[src/sv/cfsac_pkg.sv]
// ============================================================================
// Command frame sender and ack checker package
// Shared types, codes and constants of the command frame sender core.
// ============================================================================
package cfsac_pkg;

    localparam int MAX_PAYLOAD = 32;
    localparam int RX_LEN      = 64;
    localparam int PAY_AW      = $clog2(MAX_PAYLOAD);
    localparam int RX_CNT_W    = $clog2(RX_LEN);
    localparam int HDR_BYTES   = 7;
    localparam int ACK_BYTES   = 4;

    localparam logic [7:0] SYNC_A = 8'hAA;
    localparam logic [7:0] SYNC_B = 8'h55;
    localparam logic [7:0] LEN_EXTRA = 8'h04;

    localparam logic [7:0] SOURCE_ID_RESET = 8'h20;
    localparam logic [7:0] DEST_ID_RESET   = 8'h21;
    localparam logic [3:0] ACK_POLLS_RESET = 4'h4;

    typedef enum logic [1:0] {
        CMD_WRITE = 2'd0,
        CMD_SEND  = 2'd1,
        CMD_RX    = 2'd2,
        CMD_TICK  = 2'd3
    } cmd_t;

    typedef enum logic [1:0] {
        REG_SOURCE_ID = 2'd0,
        REG_DEST_ID   = 2'd1,
        REG_ACK_POLLS = 2'd2
    } reg_index_t;

    typedef enum logic {
        KIND_TX     = 1'b0,
        KIND_STATUS = 1'b1
    } kind_t;

    typedef enum logic [1:0] {
        STS_SUCCESS = 2'd0,
        STS_TIMEOUT = 2'd1,
        STS_BAD_ACK = 2'd2
    } status_t;

    typedef enum logic [1:0] {
        FSM_IDLE,
        FSM_FRAME,
        FSM_STATUS
    } fsm_state_t;

    typedef struct packed {
        cmd_t       command;
        logic [7:0] payload_byte;
        logic [4:0] payload_index;
        logic [7:0] opcode;
        logic       need_ack;
        logic [5:0] payload_count;
        logic [7:0] rx_byte;
    } item_t;

    typedef struct packed {
        logic accept;
        logic frame_step;
        logic status_step;
    } ctrl_cmd_t;

    typedef struct packed {
        logic out_free;
        logic frame_end;
        logic need_status;
    } dp_status_t;

endpackage

[src/sv/cfsac_ctrl.sv]
// ============================================================================
// Command frame sender controller
// Sequences item acceptance, frame emission and the trailing status request.
// ============================================================================
module cfsac_ctrl
    import cfsac_pkg::*;
(
    input  logic       clk,
    input  logic       rst_n,
    input  logic       in_valid,
    input  cmd_t       in_command,
    output logic       in_ready,
    input  dp_status_t dp_stat,
    output ctrl_cmd_t  ctrl
);

    fsm_state_t state_reg;
    fsm_state_t state_next;

    always_ff @(posedge clk or negedge rst_n)
    begin
        if (!rst_n)
        begin
            state_reg <= FSM_IDLE;
        end
        else
        begin
            state_reg <= state_next;
        end
    end

    always_comb
    begin
        state_next = state_reg;
        ctrl       = '0;
        in_ready   = 1'b0;
        unique case (state_reg)
            FSM_IDLE:
            begin
                in_ready = dp_stat.out_free;
                if (in_valid && dp_stat.out_free)
                begin
                    ctrl.accept = 1'b1;
                    if (in_command == CMD_SEND)
                    begin
                        state_next = FSM_FRAME;
                    end
                end
            end
            FSM_FRAME:
            begin
                if (dp_stat.out_free)
                begin
                    ctrl.frame_step = 1'b1;
                    if (dp_stat.frame_end)
                    begin
                        state_next = dp_stat.need_status ? FSM_STATUS : FSM_IDLE;
                    end
                end
            end
            FSM_STATUS:
            begin
                if (dp_stat.out_free)
                begin
                    ctrl.status_step = 1'b1;
                    state_next       = FSM_IDLE;
                end
            end
            default:
            begin
                state_next = FSM_IDLE;
            end
        endcase
    end

endmodule

[src/sv/cfsac_dp.sv]
// ============================================================================
// Command frame sender datapath
// Payload store, frame byte selection, parity, receive head and ack check.
// ============================================================================
module cfsac_dp
    import cfsac_pkg::*;
(
    input  logic        clk,
    input  logic        rst_n,
    input  item_t       item,
    input  ctrl_cmd_t   ctrl,
    output dp_status_t  dp_stat,
    input  logic        cfg_write,
    input  logic [1:0]  cfg_index,
    input  logic [7:0]  cfg_data,
    output logic        out_valid,
    input  logic        out_ready,
    output logic [7:0]  out_byte,
    output status_t     out_status,
    output kind_t       out_kind,
    output logic        out_last
);

    logic [7:0] store [MAX_PAYLOAD];

    logic [7:0] source_id_reg;
    logic [7:0] dest_id_reg;
    logic [3:0] ack_polls_reg;

    logic [7:0]          rx_head_reg [ACK_BYTES];
    logic [RX_CNT_W-1:0] rx_count_reg;
    logic                awaiting_reg;
    logic [3:0]          polls_reg;
    logic [7:0]          exp_len_reg;
    logic [7:0]          exp_par_reg;

    logic [5:0] n_reg;
    logic [5:0] pos_reg;
    logic [7:0] op_reg;
    logic       ack_reg;
    logic [7:0] len_reg;
    logic [7:0] par_reg;

    logic       out_valid_reg;
    logic       out_valid_next;
    logic [7:0] out_byte_reg;
    logic [7:0] out_byte_next;
    status_t    out_status_reg;
    status_t    out_status_next;
    kind_t      out_kind_reg;
    kind_t      out_kind_next;
    logic       out_last_reg;
    logic       out_last_next;
    logic       out_load;

    logic [5:0]        n_sat;
    logic [7:0]        len_new;
    logic [5:0]        pay_end;
    logic [5:0]        tail;
    logic [5:0]        pay_off;
    logic              in_payload;
    logic [7:0]        frame_byte;
    logic              need_status;
    logic [RX_CNT_W:0] rx_inc;
    logic [3:0]        polls_dec;
    logic              ack_ok;
    logic              tick_emit;
    status_t           tick_status;

    assign n_sat   = (item.payload_count > 6'(MAX_PAYLOAD)) ? 6'(MAX_PAYLOAD)
                                                            : item.payload_count;
    assign len_new = {2'b00, n_sat} + LEN_EXTRA;
    assign pay_end = n_reg + 6'(HDR_BYTES);
    assign tail    = pos_reg - pay_end;
    assign pay_off = pos_reg - 6'(HDR_BYTES);
    assign in_payload  = (pos_reg >= 6'(HDR_BYTES)) && (pos_reg < pay_end);
    assign need_status = !ack_reg || (ack_polls_reg == 4'd0);

    always_comb
    begin
        frame_byte = SYNC_A;
        if (pos_reg < 6'(HDR_BYTES))
        begin
            case (pos_reg[2:0])
                3'd0:    frame_byte = SYNC_A;
                3'd1:    frame_byte = SYNC_B;
                3'd2:    frame_byte = len_reg;
                3'd3:    frame_byte = source_id_reg;
                3'd4:    frame_byte = dest_id_reg;
                3'd5:    frame_byte = {7'd0, ack_reg};
                3'd6:    frame_byte = op_reg;
                default: frame_byte = SYNC_A;
            endcase
        end
        else if (in_payload)
        begin
            frame_byte = store[pay_off[PAY_AW-1:0]];
        end
        else
        begin
            case (tail[1:0])
                2'd0:    frame_byte = par_reg;
                2'd1:    frame_byte = SYNC_B;
                default: frame_byte = SYNC_A;
            endcase
        end
    end

    assign rx_inc    = {1'b0, rx_count_reg} + 1'b1;
    assign polls_dec = (polls_reg != 4'd0) ? polls_reg - 4'd1 : 4'd0;
    assign ack_ok    = (rx_head_reg[0] == dest_id_reg) && (rx_head_reg[1] == source_id_reg)
                    && (rx_head_reg[2] == exp_len_reg) && (rx_head_reg[3] == exp_par_reg);

    always_comb
    begin
        tick_emit   = 1'b0;
        tick_status = STS_TIMEOUT;
        if (awaiting_reg)
        begin
            if (rx_count_reg >= RX_CNT_W'(ACK_BYTES))
            begin
                tick_emit   = 1'b1;
                tick_status = ack_ok ? STS_SUCCESS : STS_BAD_ACK;
            end
            else if (polls_dec == 4'd0)
            begin
                tick_emit = 1'b1;
            end
        end
    end

    assign out_load = ctrl.frame_step || ctrl.status_step
                   || (ctrl.accept && (item.command == CMD_TICK) && tick_emit);

    always_comb
    begin
        out_byte_next   = 8'd0;
        out_status_next = STS_SUCCESS;
        out_kind_next   = KIND_STATUS;
        out_last_next   = 1'b1;
        if (ctrl.frame_step)
        begin
            out_byte_next = frame_byte;
            out_kind_next = KIND_TX;
            out_last_next = (pos_reg == pay_end + 6'd2) && !need_status;
        end
        else if (ctrl.status_step)
        begin
            out_status_next = ack_reg ? STS_TIMEOUT : STS_SUCCESS;
        end
        else
        begin
            out_status_next = tick_status;
        end
        out_valid_next = out_load || (out_valid_reg && !out_ready);
    end

    assign dp_stat.out_free    = !out_valid_reg || out_ready;
    assign dp_stat.frame_end   = (pos_reg == pay_end + 6'd2);
    assign dp_stat.need_status = need_status;

    always_ff @(posedge clk or negedge rst_n)
    begin
        if (!rst_n)
        begin
            source_id_reg <= SOURCE_ID_RESET;
            dest_id_reg   <= DEST_ID_RESET;
            ack_polls_reg <= ACK_POLLS_RESET;
            out_valid_reg <= 1'b0;
            rx_count_reg  <= '0;
            awaiting_reg  <= 1'b0;
            polls_reg     <= 4'd0;
            exp_len_reg   <= 8'd0;
            exp_par_reg   <= 8'd0;
            for (int i = 0; i < ACK_BYTES; i++)
            begin
                rx_head_reg[i] <= 8'd0;
            end
        end
        else
        begin
            out_valid_reg <= out_valid_next;
            if (cfg_write)
            begin
                case (cfg_index)
                    REG_SOURCE_ID: source_id_reg <= cfg_data;
                    REG_DEST_ID:   dest_id_reg   <= cfg_data;
                    REG_ACK_POLLS: ack_polls_reg <= cfg_data[3:0];
                    default:       ;
                endcase
            end
            if (ctrl.accept)
            begin
                unique case (item.command)
                    CMD_SEND:
                    begin
                        rx_count_reg <= '0;
                        awaiting_reg <= 1'b0;
                        polls_reg    <= 4'd0;
                        exp_len_reg  <= len_new;
                        for (int i = 0; i < ACK_BYTES; i++)
                        begin
                            rx_head_reg[i] <= 8'd0;
                        end
                    end
                    CMD_RX:
                    begin
                        if (rx_count_reg < RX_CNT_W'(ACK_BYTES))
                        begin
                            rx_head_reg[rx_count_reg[1:0]] <= item.rx_byte;
                        end
                        rx_count_reg <= (rx_inc > (RX_CNT_W+1)'(RX_LEN - 1))
                                        ? '0 : rx_inc[RX_CNT_W-1:0];
                    end
                    CMD_TICK:
                    begin
                        if (awaiting_reg)
                        begin
                            if (rx_count_reg >= RX_CNT_W'(ACK_BYTES))
                            begin
                                awaiting_reg <= 1'b0;
                                polls_reg    <= 4'd0;
                            end
                            else
                            begin
                                polls_reg <= polls_dec;
                                if (polls_dec == 4'd0)
                                begin
                                    awaiting_reg <= 1'b0;
                                end
                            end
                        end
                    end
                    default: ;
                endcase
            end
            if (ctrl.frame_step)
            begin
                if (pos_reg == pay_end)
                begin
                    exp_par_reg <= par_reg;
                end
                if (dp_stat.frame_end && !need_status)
                begin
                    awaiting_reg <= 1'b1;
                    polls_reg    <= ack_polls_reg;
                end
            end
        end
    end

    always_ff @(posedge clk)
    begin
        if (ctrl.accept && (item.command == CMD_WRITE))
        begin
            store[item.payload_index] <= item.payload_byte;
        end
        if (ctrl.accept && (item.command == CMD_SEND))
        begin
            n_reg   <= n_sat;
            pos_reg <= 6'd0;
            op_reg  <= item.opcode;
            ack_reg <= item.need_ack;
            len_reg <= len_new;
            par_reg <= len_new ^ source_id_reg ^ dest_id_reg
                     ^ {7'd0, item.need_ack} ^ item.opcode;
        end
        else if (ctrl.frame_step)
        begin
            pos_reg <= pos_reg + 6'd1;
            if (in_payload)
            begin
                par_reg <= par_reg ^ frame_byte;
            end
        end
        if (out_load)
        begin
            out_byte_reg   <= out_byte_next;
            out_status_reg <= out_status_next;
            out_kind_reg   <= out_kind_next;
            out_last_reg   <= out_last_next;
        end
    end

    assign out_valid  = out_valid_reg;
    assign out_byte   = out_byte_reg;
    assign out_status = out_status_reg;
    assign out_kind   = out_kind_reg;
    assign out_last   = out_last_reg;

endmodule

[src/sv/command_frame_sender_ack_checker_core.sv]
// ============================================================================
// Command frame sender and ack checker core
// Builds command frames from a payload store and checks the slave's ack.
// ============================================================================
// A send request emits n + 10 frame bytes, one per cycle unless the output stalls,
// plus one status result when no ack is requested or the poll count is zero, and
// holds the input until its last result is loaded. A tick status appears in the
// cycle after acceptance; the first frame byte passes the frame state and then the
// output register. Reset clears the receive head and count, poll counter, ack state
// and output valid flag and loads the default identifiers and poll count.
module command_frame_sender_ack_checker_core
    import cfsac_pkg::*;
(
    input  logic        clk,
    input  logic        rst_n,
    input  logic        s_axis_tvalid,
    output logic        s_axis_tready,
    // payload_byte, payload_index, opcode, need_ack, payload_count, rx_byte
    input  logic [39:0] s_axis_tdata,
    // command
    input  logic [1:0]  s_axis_tuser,
    output logic        m_axis_tvalid,
    input  logic        m_axis_tready,
    // tx_byte, status
    output logic [15:0] m_axis_tdata,
    // kind
    output logic        m_axis_tuser,
    output logic        m_axis_tlast,
    input  logic        cfg_valid,
    output logic        cfg_ready,
    input  logic [1:0]  cfg_index,
    input  logic [7:0]  cfg_data
);

    item_t      item;
    ctrl_cmd_t  ctrl;
    dp_status_t dp_stat;
    logic [7:0] out_byte;
    status_t    out_status;
    kind_t      out_kind;

    assign item.command       = cmd_t'(s_axis_tuser);
    assign item.payload_byte  = s_axis_tdata[7:0];
    assign item.payload_index = s_axis_tdata[12:8];
    assign item.opcode        = s_axis_tdata[20:13];
    assign item.need_ack      = s_axis_tdata[21];
    assign item.payload_count = s_axis_tdata[27:22];
    assign item.rx_byte       = s_axis_tdata[35:28];

    assign cfg_ready = 1'b1;

    cfsac_ctrl u_ctrl (
        .clk        (clk),
        .rst_n      (rst_n),
        .in_valid   (s_axis_tvalid),
        .in_command (item.command),
        .in_ready   (s_axis_tready),
        .dp_stat    (dp_stat),
        .ctrl       (ctrl)
    );

    cfsac_dp u_dp (
        .clk        (clk),
        .rst_n      (rst_n),
        .item       (item),
        .ctrl       (ctrl),
        .dp_stat    (dp_stat),
        .cfg_write  (cfg_valid && cfg_ready),
        .cfg_index  (cfg_index),
        .cfg_data   (cfg_data),
        .out_valid  (m_axis_tvalid),
        .out_ready  (m_axis_tready),
        .out_byte   (out_byte),
        .out_status (out_status),
        .out_kind   (out_kind),
        .out_last   (m_axis_tlast)
    );

    assign m_axis_tdata = {6'd0, out_status, out_byte};
    assign m_axis_tuser = out_kind;

endmodule

[config.mk]
export PLATFORM = sky130hd
export DESIGN_NAME = command_frame_sender_ack_checker_core
export DESIGN_NICKNAME = d
export VERILOG_FILES = /design/src/sv/cfsac_pkg.sv /design/src/sv/cfsac_ctrl.sv /design/src/sv/cfsac_dp.sv /design/src/sv/command_frame_sender_ack_checker_core.sv
export SDC_FILE = /design/constraint.sdc
export NUM_CORES = 1
export LEC_CHECK = 0
export ABC_CLOCK_PERIOD_IN_PS = 4080
export BUFFER_PORTS_ARGS = -buffer_cell sky130_fd_sc_hd__buf_2
export CORE_MARGIN = 2
export CORE_UTILIZATION = 30
export CTS_CLUSTER_SIZE = 10
export DETAILED_ROUTE_END_ITERATION = 8
export GPL_TIMING_DRIVEN = 0
export SYNTH_ARGS = -nofsm -noshare
export SYNTH_HDL_FRONTEND = slang
export SYNTH_SLANG_ARGS = --single-unit
[constraint.sdc]
create_clock -name clk -period 4.08 [get_ports clk]
set_input_delay 0.816 -clock clk [delete_from_list [all_inputs] [get_ports clk]]
set_output_delay 0.816 -clock clk [all_outputs]
set_load 0.02 [all_outputs]
======== Word-level counts from Yosys, hierarchy flattened ========
Memory sizes are Yosys's and may differ from the RTL's.
Index checks and enable logic that the tools add are counted.
storage, ports and cells
  register bits ........................... 131
  bits in writable memories ............... 256
  input port bits ......................... 57
  output and inout bits ................... 21
  logic and storage cells ................. 167
  memories ................................ 1
memories
  name        words  bits a word  rd ports  clocked after memory_dff  write ports  line            source
  u_dp.store  32     8            1         0                         1            cfsac_dp.sv:24  logic [7:0] store [MAX_PAYLOAD];
operators by class
  $add $sub $neg .......................... 8
  order comparisons ....................... 9
  equality and inequality tests ........... 26
  muxes and demuxes ....................... 53
  bitwise gates (word level) .............. 6
  reductions and logical operators ........ 40
operator list
  kind                                                                                  count
  32-bit case mux with 2 select lines                                                   1
  8-bit two-way mux                                                                     6
  8-bit case mux with 6 select lines                                                    1
  32-bit bitwise mux                                                                    1
  8-bit == test                                                                         4
  32-bit two-way mux                                                                    1
  8-bit XOR                                                                             4
  4-bit two-way mux                                                                     6
  2-bit two-way mux                                                                     10
  1-bit two-way mux                                                                     19
  8-bit demux with 2-bit select                                                         1
  8-bit case mux with 2 select lines                                                    1
  2-bit AND reduction                                                                   7
  6-bit == test                                                                         2
  6-bit by 3-bit greater-or-equal comparator with 1-bit output (second input constant)  2
  1-bit logical AND                                                                     12
  6-bit by 3-bit < comparator with 1-bit output (second input constant)                 2
  6-bit two-way mux                                                                     2
  6-bit case mux with 2 select lines                                                    1
  2-bit by 1-bit inequality test with 1-bit output (second input constant)              5
  3-bit == test (second input constant)                                                 3
  2-bit by 1-bit == test with 1-bit output (second input constant)                      4
  2-bit == test (second input constant)                                                 4
  2-bit logical NOT                                                                     4
  28 further kinds                                                                      39

======== Logic depth before layout (Yosys ltp) ========
Gate-level depths: netlist of the first run.
  depth in word-level cells ............... 10
  mapped depth ............................ 14
  mapped depth without buffers ............ 13

======== Cells and area by module ========
A second synthesis of the first run with hierarchy kept.
second synthesis, totals
  cells, all modules ...................... 1285
  area, all modules ....................... 17595.6 um2
modules (own cells, without submodules)
  module                                 times used  cells an instance  area each (um2)  seq. area each (um2)
  cfsac_dp                               1           1265               17407.9          10990.5
  cfsac_ctrl                             1           11                 127.6            50.0
  command_frame_sender_ack_checker_core  1           9                  60.1             0.0

======== Worst setup path after synthesis of the first run ========
Ideal clock, no wire load.
  path type ............................... flip-flop to flip-flop
  start ................................... register u_dp.n_reg[0]
  end ..................................... register u_dp.par_reg[0], data pin
  setup time .............................. 0.152 ns
  arrival time ............................ 3.013 ns
  data required time ...................... 3.928 ns
  setup slack ............................. 0.915 ns
  stages on the path, launching flop included .. 15
  buffers on the path ..................... 1
  clock period less this slack ............ 3.165 ns
  path through ............................ edfxtp_1 -> inv_1 -> ha_1 -> nand2b_1 -> a21boi_0 -> nor2_1 -> ha_1 -> a21oi_1 -> nand2_1 -> a211oi_2 -> or2_0 -> clkbuf_1 -> nand3_1 -> mux2_1 -> a31oi_1
on the way
  cells in the longest elaborated chain, start to end .. 10
  elaborated cells between the ends (all ways) .. 13
  those cells by class .................... add/sub: 2; order compare: 1; eq/ne: 1; mux: 6; bitwise: 1; reduce/logical: 2
ends and longest elaborated chain
  what                                                                                  line             source
  from (decl)                                                                           cfsac_dp.sv:37   logic [5:0] n_reg;
  from (signal assigned)                                                                cfsac_dp.sv:260  n_reg <= n_sat;
  6-bit by 3-bit adder with 6-bit output *                                              cfsac_dp.sv:73   assign pay_end = n_reg + 6'(HDR_BYTES);
  2-bit subtractor                                                                      cfsac_dp.sv:74   assign tail = pos_reg - pay_end;
  2-bit by 1-bit == test with 1-bit output / 2-bit logical NOT (equally long branches)  cfsac_dp.sv:101  case (tail[1:0])
  8-bit case mux with 2 select lines                                                    cfsac_dp.sv:101
  8-bit two-way mux *                                                                   cfsac_dp.sv:95   else if (in_payload)
  8-bit two-way mux *                                                                   cfsac_dp.sv:82   if (pos_reg < 6'(HDR_BYTES))
  8-bit XOR *                                                                           cfsac_dp.sv:273  par_reg <= par_reg ^ frame_byte;
  8-bit two-way mux *                                                                   cfsac_dp.sv:271  if (in_payload)
  8-bit two-way mux *                                                                   cfsac_dp.sv:268  else if (ctrl.frame_step)
  8-bit two-way mux *                                                                   cfsac_dp.sv:258  if (ctrl.accept && (item.command == CMD_SEND))
  to (signal assigned)                                                                  cfsac_dp.sv:265  par_reg <= len_new ^ source_id_reg ^ dest_id_reg
  to (signal assigned)                                                                  cfsac_dp.sv:273
  to (decl)                                                                             cfsac_dp.sv:42   logic [7:0] par_reg;
Mark *: on every way between the ends. The rest lies on a longest branch, timed or not. The select of a mux whose other input is x is not followed.
A chain may end at the register's enable or synchronous reset.

======== Final worst setup path of the first run ========
  start ................................... register u_dp.pos_reg[0]
  end ..................................... register u_dp.par_reg[2], data pin
on the way
  elaborated cells between the ends (all ways) .. 23
  those cells by class .................... add/sub: 2; order compare: 3; eq/ne: 7; mux: 7; bitwise: 1; reduce/logical: 2; memory: 1
RTL lines
  what                                         line             source
  from (decl)                                  cfsac_dp.sv:38   logic [5:0] pos_reg;
  from (signal assigned)                       cfsac_dp.sv:270  pos_reg <= pos_reg + 6'd1;
  5-bit by 3-bit subtractor with 5-bit output  cfsac_dp.sv:75   assign pay_off = pos_reg - 6'(HDR_BYTES);
  named net u_dp.pay_off[0]                    cfsac_dp.sv:60   logic [5:0] pay_off;
  memory 32 x 8 bit                            -
  8-bit two-way mux                            cfsac_dp.sv:95
  8-bit two-way mux                            cfsac_dp.sv:82
  8-bit XOR                                    cfsac_dp.sv:273
  8-bit two-way mux                            cfsac_dp.sv:271
  8-bit two-way mux                            cfsac_dp.sv:268
  8-bit two-way mux                            cfsac_dp.sv:258
The timed path passes the listed nets, and every way through them passes these cells. The select of a mux whose other input is x is not followed.

==> results of run 1 <==
cells in the mapped netlist (10+ instances only):
| cell | count | area [sq um] |
|---|---|---|
| sky130_fd_sc_hd__a21oi_1 | 25 | 125 |
| sky130_fd_sc_hd__a22o_1 | 33 | 289 |
| sky130_fd_sc_hd__a22oi_1 | 12 | 90.1 |
| sky130_fd_sc_hd__a31oi_1 | 10 | 62.6 |
| sky130_fd_sc_hd__buf_1 | 12 | 45.0 |
| sky130_fd_sc_hd__buf_2 | 11 | 55.1 |
| sky130_fd_sc_hd__buf_4 | 12 | 90.1 |
| sky130_fd_sc_hd__clkbuf_1 | 20 | 75.1 |
| sky130_fd_sc_hd__dfrtp_1 | 77 | 1930 |
| sky130_fd_sc_hd__edfxtp_1 | 296 | 8890 |
| sky130_fd_sc_hd__ha_1 | 24 | 300 |
| sky130_fd_sc_hd__inv_1 | 30 | 113 |
| sky130_fd_sc_hd__mux2_2 | 33 | 372 |
| sky130_fd_sc_hd__mux2i_1 | 33 | 330 |
| sky130_fd_sc_hd__mux4_2 | 57 | 1280 |
| sky130_fd_sc_hd__nand2_1 | 72 | 270 |
| sky130_fd_sc_hd__nand2b_1 | 11 | 68.8 |
| sky130_fd_sc_hd__nand3_1 | 13 | 65.1 |
| sky130_fd_sc_hd__nor2_1 | 74 | 278 |
| sky130_fd_sc_hd__nor2b_1 | 13 | 81.3 |
| sky130_fd_sc_hd__nor3_1 | 12 | 60.1 |
| sky130_fd_sc_hd__nor4_1 | 13 | 81.3 |
| sky130_fd_sc_hd__o211ai_1 | 11 | 82.6 |
| sky130_fd_sc_hd__o21ai_0 | 39 | 195 |
| sky130_fd_sc_hd__xnor2_1 | 30 | 263 |
| sky130_fd_sc_hd__xor2_1 | 44 | 385 |
stage by stage:
stage / setup TNS, ps / hold slack (ps) / instances
3_5_place_dp: -3640 / 490 / 1972
5_1_grt: 0 / 76.0 / 2037
2_1_floorplan: 0 / 466 / 1149
4_1_cts: 0 / 69.2 / 2036
6_report: 0 / 81.8 / 2037
3_3_place_gp: -3690 / 494 / 1971
report_power, final:
part	total [mW]	switching (mW)	leakage [nW]	internal, mW
clock network	3.52	1.53	0.600	1.99
registers	5.06	0.368	3.78	4.69
logic	5.65	3.28	2.79	2.37
total	14.2	5.18	7.17	9.05
cells by family (layout without fill, tap and decap cells):
logic type / after synthesis / after routing / synth area share
simple gates: 245 / 245 / 0.0686
other cells: 2 / 8 / 0.000438
flops: 383 / 383 / 0.644
xor+xnor: 77 / 77 / 0.0410
buf+inv: 89 / 221 / 0.0238
fa+ha+maj: 26 / 26 / 0.0193
mux: 130 / 130 / 0.121
compound gates: 191 / 191 / 0.0814
critical path, stage by stage, from the launching register on:
cell and delay (ps):
sky130_fd_sc_hd__dfxtp_1 380, sky130_fd_sc_hd__clkbuf_1 220, sky130_fd_sc_hd__buf_6 230, sky130_fd_sc_hd__buf_8 210, sky130_fd_sc_hd__inv_1 140, sky130_fd_sc_hd__ha_1 380
sky130_fd_sc_hd__clkbuf_4 260, sky130_fd_sc_hd__buf_6 210, sky130_fd_sc_hd__mux4_2 200, sky130_fd_sc_hd__mux2i_1 70, sky130_fd_sc_hd__a22oi_1 460, sky130_fd_sc_hd__o2111a_1 380
sky130_fd_sc_hd__mux2_1 370, sky130_fd_sc_hd__a31oi_1 210
worst paths after layout:
kind | from | depth (start not counted) | slack (ps) | end
setup / recovery | u_dp.pos_reg[0] | 13 | 140 | u_dp.par_reg[2]
hold / removal | rst_n | 1 | 80 | u_dp.polls_reg[2]
setup reg to reg | u_dp.pos_reg[0] | 13 | 140 | u_dp.par_reg[2]
hold reg to reg | u_dp.exp_len_reg[3] | 2 | 500 | u_dp.exp_len_reg[3]
max in group asynchronous | rst_n | 2 | 3340 | u_dp.dest_id_reg[5]
min in group clk | s_axis_tdata[18] | 1 | 470 | u_dp.op_reg[5]
repair_timing:
item / 4_1_cts / 5_1_grt
pin swaps: 3 / 0
gates resized for setup: 13 / 7
cloned: 0 / 0
setup endpoints to repair: 16 / 15
setup buffers: 3 / 0
final cells by class:
| cell class | count | share of cell area |
|---|---|---|
| buffer | 57 | 0.0168 |
| clock inverter | 4 | 0.00430 |
| sequential | 383 | 0.557 |
| multi-input combinational | 677 | 0.289 |
| timing repair buffer | 71 | 0.0197 |
| tap | 756 | 0.0478 |
| clock buffer | 57 | 0.0586 |
| inverter | 32 | 0.00607 |
metal layers:
metal  vias to the layer above  global-route usage  share of wire
li1                       4602                   -              -
met1                      5267               0.209           0.46
met2                       360               0.235           0.46
met3                        57              0.0304          0.065
met4                         2              0.0253          0.012
met5                         -                   0        0.00030
==> results.toml, run 1 <==
[timing]
post-route-period-util = 0.965
clock_skew_after_layout_ps = 41.7
report.final.hold_viol_count = 0
final-setup-viol-count = 0
max_clock_freq_ghz = 0.254
setup_slack_ps = 142
worstMarginPinSlew_ps = 1090
setup_repair_after_global_routing_missed_its_margin = "no"
timing_max_transition_violations_final = 0
final_critical_path_time_including_i_o_delays_and_setup_ps = 3940
slew_headroom = 0.271

[critical_path]
cp.arrival_ps = 4310
cp-start-kind = "flip-flop"
setup.worst_path.end_class = "flip-flop"
cp_required_ps = 4460
setup.worst_path.class = "reg -> reg"
worst-path-max-fanout = 10

[cells_and_area]
largest_register_ffs = 256
most_common_cell_after_layout_fill_and_taps_aside = "sky130_fd_sc_hd__edfxtp_1"
seq_area_sq_um = 11000
layout.core_utilization = 0.351
most_frequent_cells_in_the_layout = "sky130_fd_sc_hd__edfxtp_1, sky130_fd_sc_hd__buf_2, sky130_fd_sc_hd__dfrtp_1"
final_cell_area_sq_um = 19800
fillers = 5497
area_overhead_vs_synth_pct = 15.5
num-nets-final = 1348
drive_gt1_frac = 0.207
antenna-diode-count = 0
multi_input_area_sq_um = 5730

[placement]
hpwl_mm = 30.2
finalWeightedCongestion = 0.846
dp_worst_setup_slack_ps = -375
placed_cell_area_sq_um = 18500
number_of_port_buffers = 66

[grt]
grt_pass1_wl_mm = 66.4
grt_overflow = 0
antenna_found_initial = 1
grt_use_total = 0.147
grt_max_degree = 72
grt_pass1_vias = 10508

[power_and_ir_drop]
power.ir.vdd_worst_mv = 0.370
report.power.total_mw = 14.2
p_leak_nw = 7.17
power_density_nw_per_um2 = 718

[detailed_routing]
drc = 0
drtAntennaViolNets = 0
drt_iter0_drc = 758
detail_route.vias_per_cell = 5.05
num_vias = 10288
routed_wirelength_mm = 43.5
wl_per_cell_um = 21.3
drtPass1Iterations = 5

[synthesis]
syn_inst = 1143
async_flop_share = 0.211
post_synth_num_cell_types = 78
post_synth_instance_area_sq_um = 17100
ys_dominant_reg_cell = "sky130_fd_sc_hd__edfxtp_1"
postSynthAreaPerCell_sq_um = 15.0
synth_enable_flop_cells = 296
synth_seq_cells = 383
yosysSeqAreaShare = 0.644
synth.yosys.warnings = 0

[cts]
clock_tree.root_cell = "sky130_fd_sc_hd__clkbuf_16"
cts_inserted_buffers = 44
cts_max_path_buffers = 3
tritoncts = "yes"
clkSlewWorstSetupHoldPaths_ps = 60
cts.hold.buffers_added = 0
cts_num_sinks = 383
worstSkewPairLatency_ps = 580
h_tree_depth = 2

[status]
status = "completed"

[floorplanning]
std_cell_rows = 87
die_h_um = 243
core_box_area_sq_um = 56400
initial_core_util = 0.304
top_level_ports = 78
design.die.area_sq_um = 59100
floorplan.die.width_um = 243

[flow_run]
max-cap-violations = 0

[worst_hold_path]
hp-class = "in -> async"
No activity file was read; power rests on OpenSTA's default activity.
==> run 2: changes to the inputs <==
--- a/config.mk
+++ b/config.mk
@@ -7,7 +7,7 @@
 export LEC_CHECK = 0
 export ABC_CLOCK_PERIOD_IN_PS = 4080
 export BUFFER_PORTS_ARGS = -buffer_cell sky130_fd_sc_hd__buf_2
-export CORE_MARGIN = 2
+export CORE_MARGIN = 4
 export CORE_UTILIZATION = 30
 export CTS_CLUSTER_SIZE = 10
 export DETAILED_ROUTE_END_ITERATION = 8
==> results.toml, run 2 (synthesis results as in run 1) <==
[floorplanning]
top_level_ports = 78
core_box_area_sq_um = 56500
std_cell_rows = 87
design.die.area_sq_um = 61000
initial_core_util = 0.303
floorplan.die.width_um = 247
die_h_um = 247

[cells_and_area]
area_overhead_vs_synth_pct = 15.6
largest_register_ffs = 256
layout.core_utilization = 0.351
multi_input_area_sq_um = 5730
drive_gt1_frac = 0.204
antenna-diode-count = 0
num-nets-final = 1344
most_frequent_cells_in_the_layout = "sky130_fd_sc_hd__edfxtp_1, sky130_fd_sc_hd__buf_2, sky130_fd_sc_hd__dfrtp_1"
number_of_standard_cells_in_the_final_layout_excluding_fillers = 2043
fillers = 5385
most_common_cell_after_layout_fill_and_taps_aside = "sky130_fd_sc_hd__edfxtp_1"
seq_area_sq_um = 11000

[cts]
cts_max_path_buffers = 3
clock_tree.root_cell = "sky130_fd_sc_hd__clkbuf_16"
tritoncts = "yes"
cts.hold.buffers_added = 0
h_tree_depth = 2
cts_num_sinks = 383
clkSlewWorstSetupHoldPaths_ps = 60
worstSkewPairLatency_ps = 560
cts_inserted_buffers = 44

[power_and_ir_drop]
power.share.clock = 0.249
power_switching_share = 0.366
p_leak_nw = 7.16
seq_power_share = 0.353
power_density_nw_per_um2 = 721
internal_power_mw = 9.06
power.ir.vdd_worst_mv = 0.368
comb_power_share = 0.397
power.net_switching_mw = 5.23

[timing]
final.setup.tns_ps = 0
setup_repair_after_global_routing_missed_its_margin = "no"
final_critical_path_time_including_i_o_delays_and_setup_ps = 3880
max_clock_freq_ghz = 0.258
hold_ws_ps = 94.0
report.final.hold_viol_count = 0
post-route-period-util = 0.951
clock_skew_after_layout_ps = 23.6
worstMarginPinSlew_ps = 1310
final-setup-viol-count = 0
slew_headroom = 0.124
timing_max_transition_violations_final = 0

[grt]
grt_overflow = 0
grt_pass1_vias = 10436
grt_pass1_wl_mm = 66.7
grt_use_total = 0.144
grt_max_degree = 72
antenna_found_initial = 1

[critical_path]
setup.worst_path.class = "reg -> reg"
cp-start-kind = "flip-flop"
worstRegToRegCells = 13
cp_required_ps = 4370
reg2reg_setup_slack_ps = 200
cp.arrival_ps = 4170
setup.worst_path.end_class = "flip-flop"
worstReg2RegEnd = "u_dp.par_reg[1]"
worst-path-max-fanout = 10
critical_path.endpoint = "u_dp.par_reg[1]"
timing.rr.start = "u_dp.pos_reg[0]"
worst_setup_path_startpoint = "u_dp.pos_reg[0]"

[detailed_routing]
detail_route.vias_per_cell = 5.09
wl_per_cell_um = 21.7
drtPass1Iterations = 5
routed_wirelength_mm = 44.4
num_vias = 10405
drt_iter0_drc = 1176
drc = 0
drtAntennaViolNets = 0

[status]
status = "completed"

[placement]
finalWeightedCongestion = 0.851
hpwl_mm = 30.7
dpl.cell_count = 1972
number_of_port_buffers = 66

[worst_hold_path]
hp-class = "in -> async"

[flow_run]
max-cap-violations = 0
## run 2: changes by cell type in the layout (fill, tap and decap cells not counted)
cell / delta
sky130_fd_sc_hd__clkbuf_1: +10
sky130_fd_sc_hd__clkbuf_2: -2
sky130_fd_sc_hd__buf_6: -1
sky130_fd_sc_hd__clkinv_2: -1
sky130_fd_sc_hd__inv_16: -1
sky130_fd_sc_hd__inv_6: +1
sky130_fd_sc_hd__mux2i_1: -1
sky130_fd_sc_hd__mux2i_2: +1
## run 2: power groups by stage
stage / Combinational (mW) / Clock (mW) / Sequential (mW)
global route: 6.11 / 3.81 / 5.09
global placement: 5.45 / 0 / 5.10
detailed placement: 5.50 / 0 / 5.11
floorplan: 3.69 / 0 / 5.07
finish: 5.68 / 3.56 / 5.05
CTS: 5.58 / 3.64 / 5.03
## run 2: worst max-delay path: stages (launching register included)
cell and delay [ps]:
sky130_fd_sc_hd__dfxtp_1 500, sky130_fd_sc_hd__buf_8 230, sky130_fd_sc_hd__buf_6 240, sky130_fd_sc_hd__inv_1 180, sky130_fd_sc_hd__ha_1 380, sky130_fd_sc_hd__clkbuf_4 260, sky130_fd_sc_hd__buf_6 210, sky130_fd_sc_hd__buf_4 250
sky130_fd_sc_hd__mux4_2 360, sky130_fd_sc_hd__mux2i_1 270, sky130_fd_sc_hd__a32oi_1 130, sky130_fd_sc_hd__o211ai_1 330, sky130_fd_sc_hd__xor2_1 180, sky130_fd_sc_hd__o21ai_1 70
## run 2: area by class of cell
cell class / instances / area share
buffer: 55 / 0.0163
clock buffer: 68 / 0.0606
clock inverter: 3 / 0.00347
inverter: 32 / 0.00606
multi-input combinational: 677 / 0.289
sequential: 383 / 0.557
tap: 756 / 0.0478
timing repair buffer: 69 / 0.0190
## run 2: layer usage
| layer | global-route usage | wire length (um) |
|---|---|---|
| met3 | 0.0317 | 2950 |
| met5 | 0 | 0 |
| met4 | 0.0294 | 810 |
| met1 | 0.201 | 19800 |
| met2 | 0.232 | 20800 |
## run 2: timing repair
action | CTS | global route
endpoints found under the setup margin | 16 | 16
buffers inserted | 0 | 2
pin swaps | 0 | 3
resized for setup | 15 | 9
## run 2: worst min-delay path by stage
stage,slack [ps],cells after the start,end,start
CTS,70,1,u_dp.polls_reg[2],rst_n
detailed placement,490,2,u_dp.exp_par_reg[2],u_dp.exp_par_reg[2]
global placement,490,2,u_dp.exp_len_reg[5],u_dp.exp_len_reg[5]
floorplan,470,2,u_dp.exp_len_reg[3],u_dp.exp_len_reg[3]
global route,80,1,u_dp.polls_reg[2],rst_n
finish,90,1,u_dp.polls_reg[2],rst_n
## run 2: through the flow
stage / total power, mW / setup WS (ps) / instance area [sq um]
2_1_floorplan: 8.75 / 915 / 17200
3_3_place_gp: 10.5 / -456 / 18400
3_5_place_dp: 10.6 / -494 / 18500
4_1_cts: 14.2 / 1.31 / 19800
5_1_grt: 15.0 / 12.4 / 19800
6_report: 14.3 / 199 / 19800
==> run 3: changes to the inputs <==
--- a/config.mk
+++ b/config.mk
@@ -8,10 +8,11 @@
 export ABC_CLOCK_PERIOD_IN_PS = 4080
 export BUFFER_PORTS_ARGS = -buffer_cell sky130_fd_sc_hd__buf_2
 export CORE_MARGIN = 4
-export CORE_UTILIZATION = 30
+export CORE_UTILIZATION = 55
 export CTS_CLUSTER_SIZE = 10
 export DETAILED_ROUTE_END_ITERATION = 8
 export GPL_TIMING_DRIVEN = 0
+export PLACE_DENSITY = 0.72
 export SYNTH_ARGS = -nofsm -noshare
 export SYNTH_HDL_FRONTEND = slang
 export SYNTH_SLANG_ARGS = --single-unit
==> results.toml, run 3 (synthesis results as in run 1) <==
[cells_and_area]
most_common_cell_after_layout_fill_and_taps_aside = "sky130_fd_sc_hd__edfxtp_1"
fillers = 2228
most_frequent_cells_in_the_layout = "sky130_fd_sc_hd__edfxtp_1, sky130_fd_sc_hd__dfrtp_1, sky130_fd_sc_hd__buf_2"
final_cell_area_sq_um = 19400
largest_register_ffs = 256
area_overhead_vs_synth_pct = 13.2
num-nets-final = 1347
antenna-diode-count = 0
drive_gt1_frac = 0.206
layout.core_utilization = 0.633

[grt]
grt_use_total = 0.243
grt_pass1_vias = 10408
grt_max_degree = 73
grt_pass1_wl_mm = 62.6
antenna_found_initial = 0
grt_overflow = 0

[detailed_routing]
routed_wirelength_mm = 40.6
drtAntennaViolNets = 0
drtPass1Iterations = 5
num_vias = 10383
detail_route.vias_per_cell = 6.15
drc = 0
drt_iter0_drc = 1035
wl_per_cell_um = 24.1

[timing]
worstMarginPinSlew_ps = 1000
final.setup.tns_ps = 0
hold_ws_ps = 89.1
clock_skew_after_layout_ps = 9.72
timing_max_transition_violations_final = 0
post-route-period-util = 0.957
max_clock_freq_ghz = 0.256
final_critical_path_time_including_i_o_delays_and_setup_ps = 3910
report.final.hold_viol_count = 0
setup_repair_after_global_routing_missed_its_margin = "no"
slew_headroom = 0.330
final-setup-viol-count = 0

[critical_path]
critical_path.cell_chain = "clkbuf_1 > buf_6 > buf_6 > inv_1 > ha_1 > clkbuf_4 > clkbuf_2 > mux4_2 > mux2i_1 > a22oi_1 > o2111a_1 > mux2i_1 > a31oi_1"
timing.rr.start = "u_dp.pos_reg[0]"
cp_required_ps = 4350
slowest_delay_ps = 420
worst_setup_path_startpoint = "u_dp.pos_reg[0]"
critical_path.endpoint = "u_dp.par_reg[6]"
setup.worst_path.class = "reg -> reg"
cp.arrival_ps = 4180
worstReg2RegEnd = "u_dp.par_reg[6]"
cp-start-kind = "flip-flop"
setup.worst_path.end_class = "flip-flop"
reg2reg_setup_slack_ps = 170
worst-path-max-fanout = 10
worstRegToRegCells = 13
critical_path.slowest_cell = "sky130_fd_sc_hd__clkbuf_2"

[floorplanning]
top_level_ports = 78
floorplan.die.width_um = 185
initial_core_util = 0.559
std_cell_rows = 64
design.die.area_sq_um = 34000
die_h_um = 185
core_box_area_sq_um = 30700

[cts]
cts_num_sinks = 383
tritoncts = "yes"
clkSlewWorstSetupHoldPaths_ps = 60
cts.hold.buffers_added = 0
h_tree_depth = 2
clock_tree.root_cell = "sky130_fd_sc_hd__clkbuf_16"
worstSkewPairLatency_ps = 560
cts_inserted_buffers = 45
cts_max_path_buffers = 3

[placement]
number_of_port_buffers = 66
placed_cell_area_sq_um = 18000
hpwl_mm = 27.6
finalWeightedCongestion = 0.886

[flow_run]
max-cap-violations = 0

[power_and_ir_drop]
p_leak_nw = 7.18
power.ir.vdd_worst_mv = 0.507
report.power.total_mw = 14.2
power_density_nw_per_um2 = 734

[worst_hold_path]
hp-class = "in -> async"

[status]
status = "completed"
-- run 3: cell types whose count changed in the layout (fill, tap and decap cells not counted) --
cell | previous run | this run
sky130_fd_sc_hd__clkbuf_4 | 3 | 2
sky130_fd_sc_hd__clkdlybuf4s18_2 | 0 | 1
sky130_fd_sc_hd__a21oi_1 | 24 | 25
sky130_fd_sc_hd__buf_8 | 1 | 0
sky130_fd_sc_hd__clkinv_2 | 0 | 1
sky130_fd_sc_hd__inv_6 | 1 | 2
sky130_fd_sc_hd__a21oi_2 | 1 | 0
sky130_fd_sc_hd__clkbuf_2 | 0 | 1
sky130_fd_sc_hd__buf_4 | 14 | 16
sky130_fd_sc_hd__buf_2 | 77 | 76
sky130_fd_sc_hd__nor3b_2 | 0 | 1
sky130_fd_sc_hd__clkbuf_16 | 44 | 45
sky130_fd_sc_hd__nor3b_1 | 1 | 0
-- run 3: timing repair --
action / in CTS / in global routing
resized for setup: 11 / 7
endpoints found under the setup margin: 16 / 14
pin swaps: 1 / 2
setup buffers: 1 / 2
-- run 3: stage by stage --
stage,setup WS (ps),std cells
2_1_floorplan,915,1149
3_3_place_gp,-287,1611
3_5_place_dp,-350,1612
4_1_cts,-73.1,1686
5_1_grt,24.8,1687
6_report,174,1687
-- run 3: layout make-up --
cell class                      instances  area [sq um]  share of cell area
Sequential cell                       383         11000               0.569
Multi-Input combinational cell        677          5730               0.296
Clock buffer                           68          1220              0.0630
Tap cell                              396           495              0.0255
Timing Repair Buffer                   70           383              0.0197
Buffer                                 56           322              0.0166
Inverter                               32           120             0.00619
Clock inverter                          5          82.6             0.00426
-- run 3: critical path, delay by kind of cell (launching register included) --
kind	cells	cell delay, ps
AOI/OAI and AO/OA	3	530
adders and majority gates	1	350
buffers and inverters	6	1500
DFF	1	370
muxes	3	840
-- run 3: how the worst min path moves through the flow --
| stage | startpoint | to | slack [ps] | cells past startpoint |
|---|---|---|---|---|
| 6_report | rst_n | u_dp.rx_count_reg[4] | 90 | 1 |
| 5_1_grt | rst_n | u_dp.rx_count_reg[4] | 90 | 1 |
| 4_1_cts | rst_n | u_dp.rx_count_reg[4] | 70 | 1 |
| 3_3_place_gp | u_dp.exp_len_reg[3] | u_dp.exp_len_reg[3] | 490 | 2 |
| 2_1_floorplan | u_dp.exp_len_reg[3] | u_dp.exp_len_reg[3] | 470 | 2 |
| 3_5_place_dp | u_dp.exp_len_reg[0] | u_dp.exp_len_reg[0] | 490 | 2 |
-- run 3: routing by layer --
| layer | GRT usage | wire (um) |
|---|---|---|
| met5 | 0 | 0 |
| met4 | 0.0828 | 1470 |
| met3 | 0.0424 | 3040 |
| met2 | 0.397 | 19500 |
| met1 | 0.334 | 16600 |
-- run 3: power by group --
part           switching, mW  internal [mW]
logic                   3.25           2.36
registers              0.338           4.69
clock network           1.54           2.07
total                   5.12           9.11
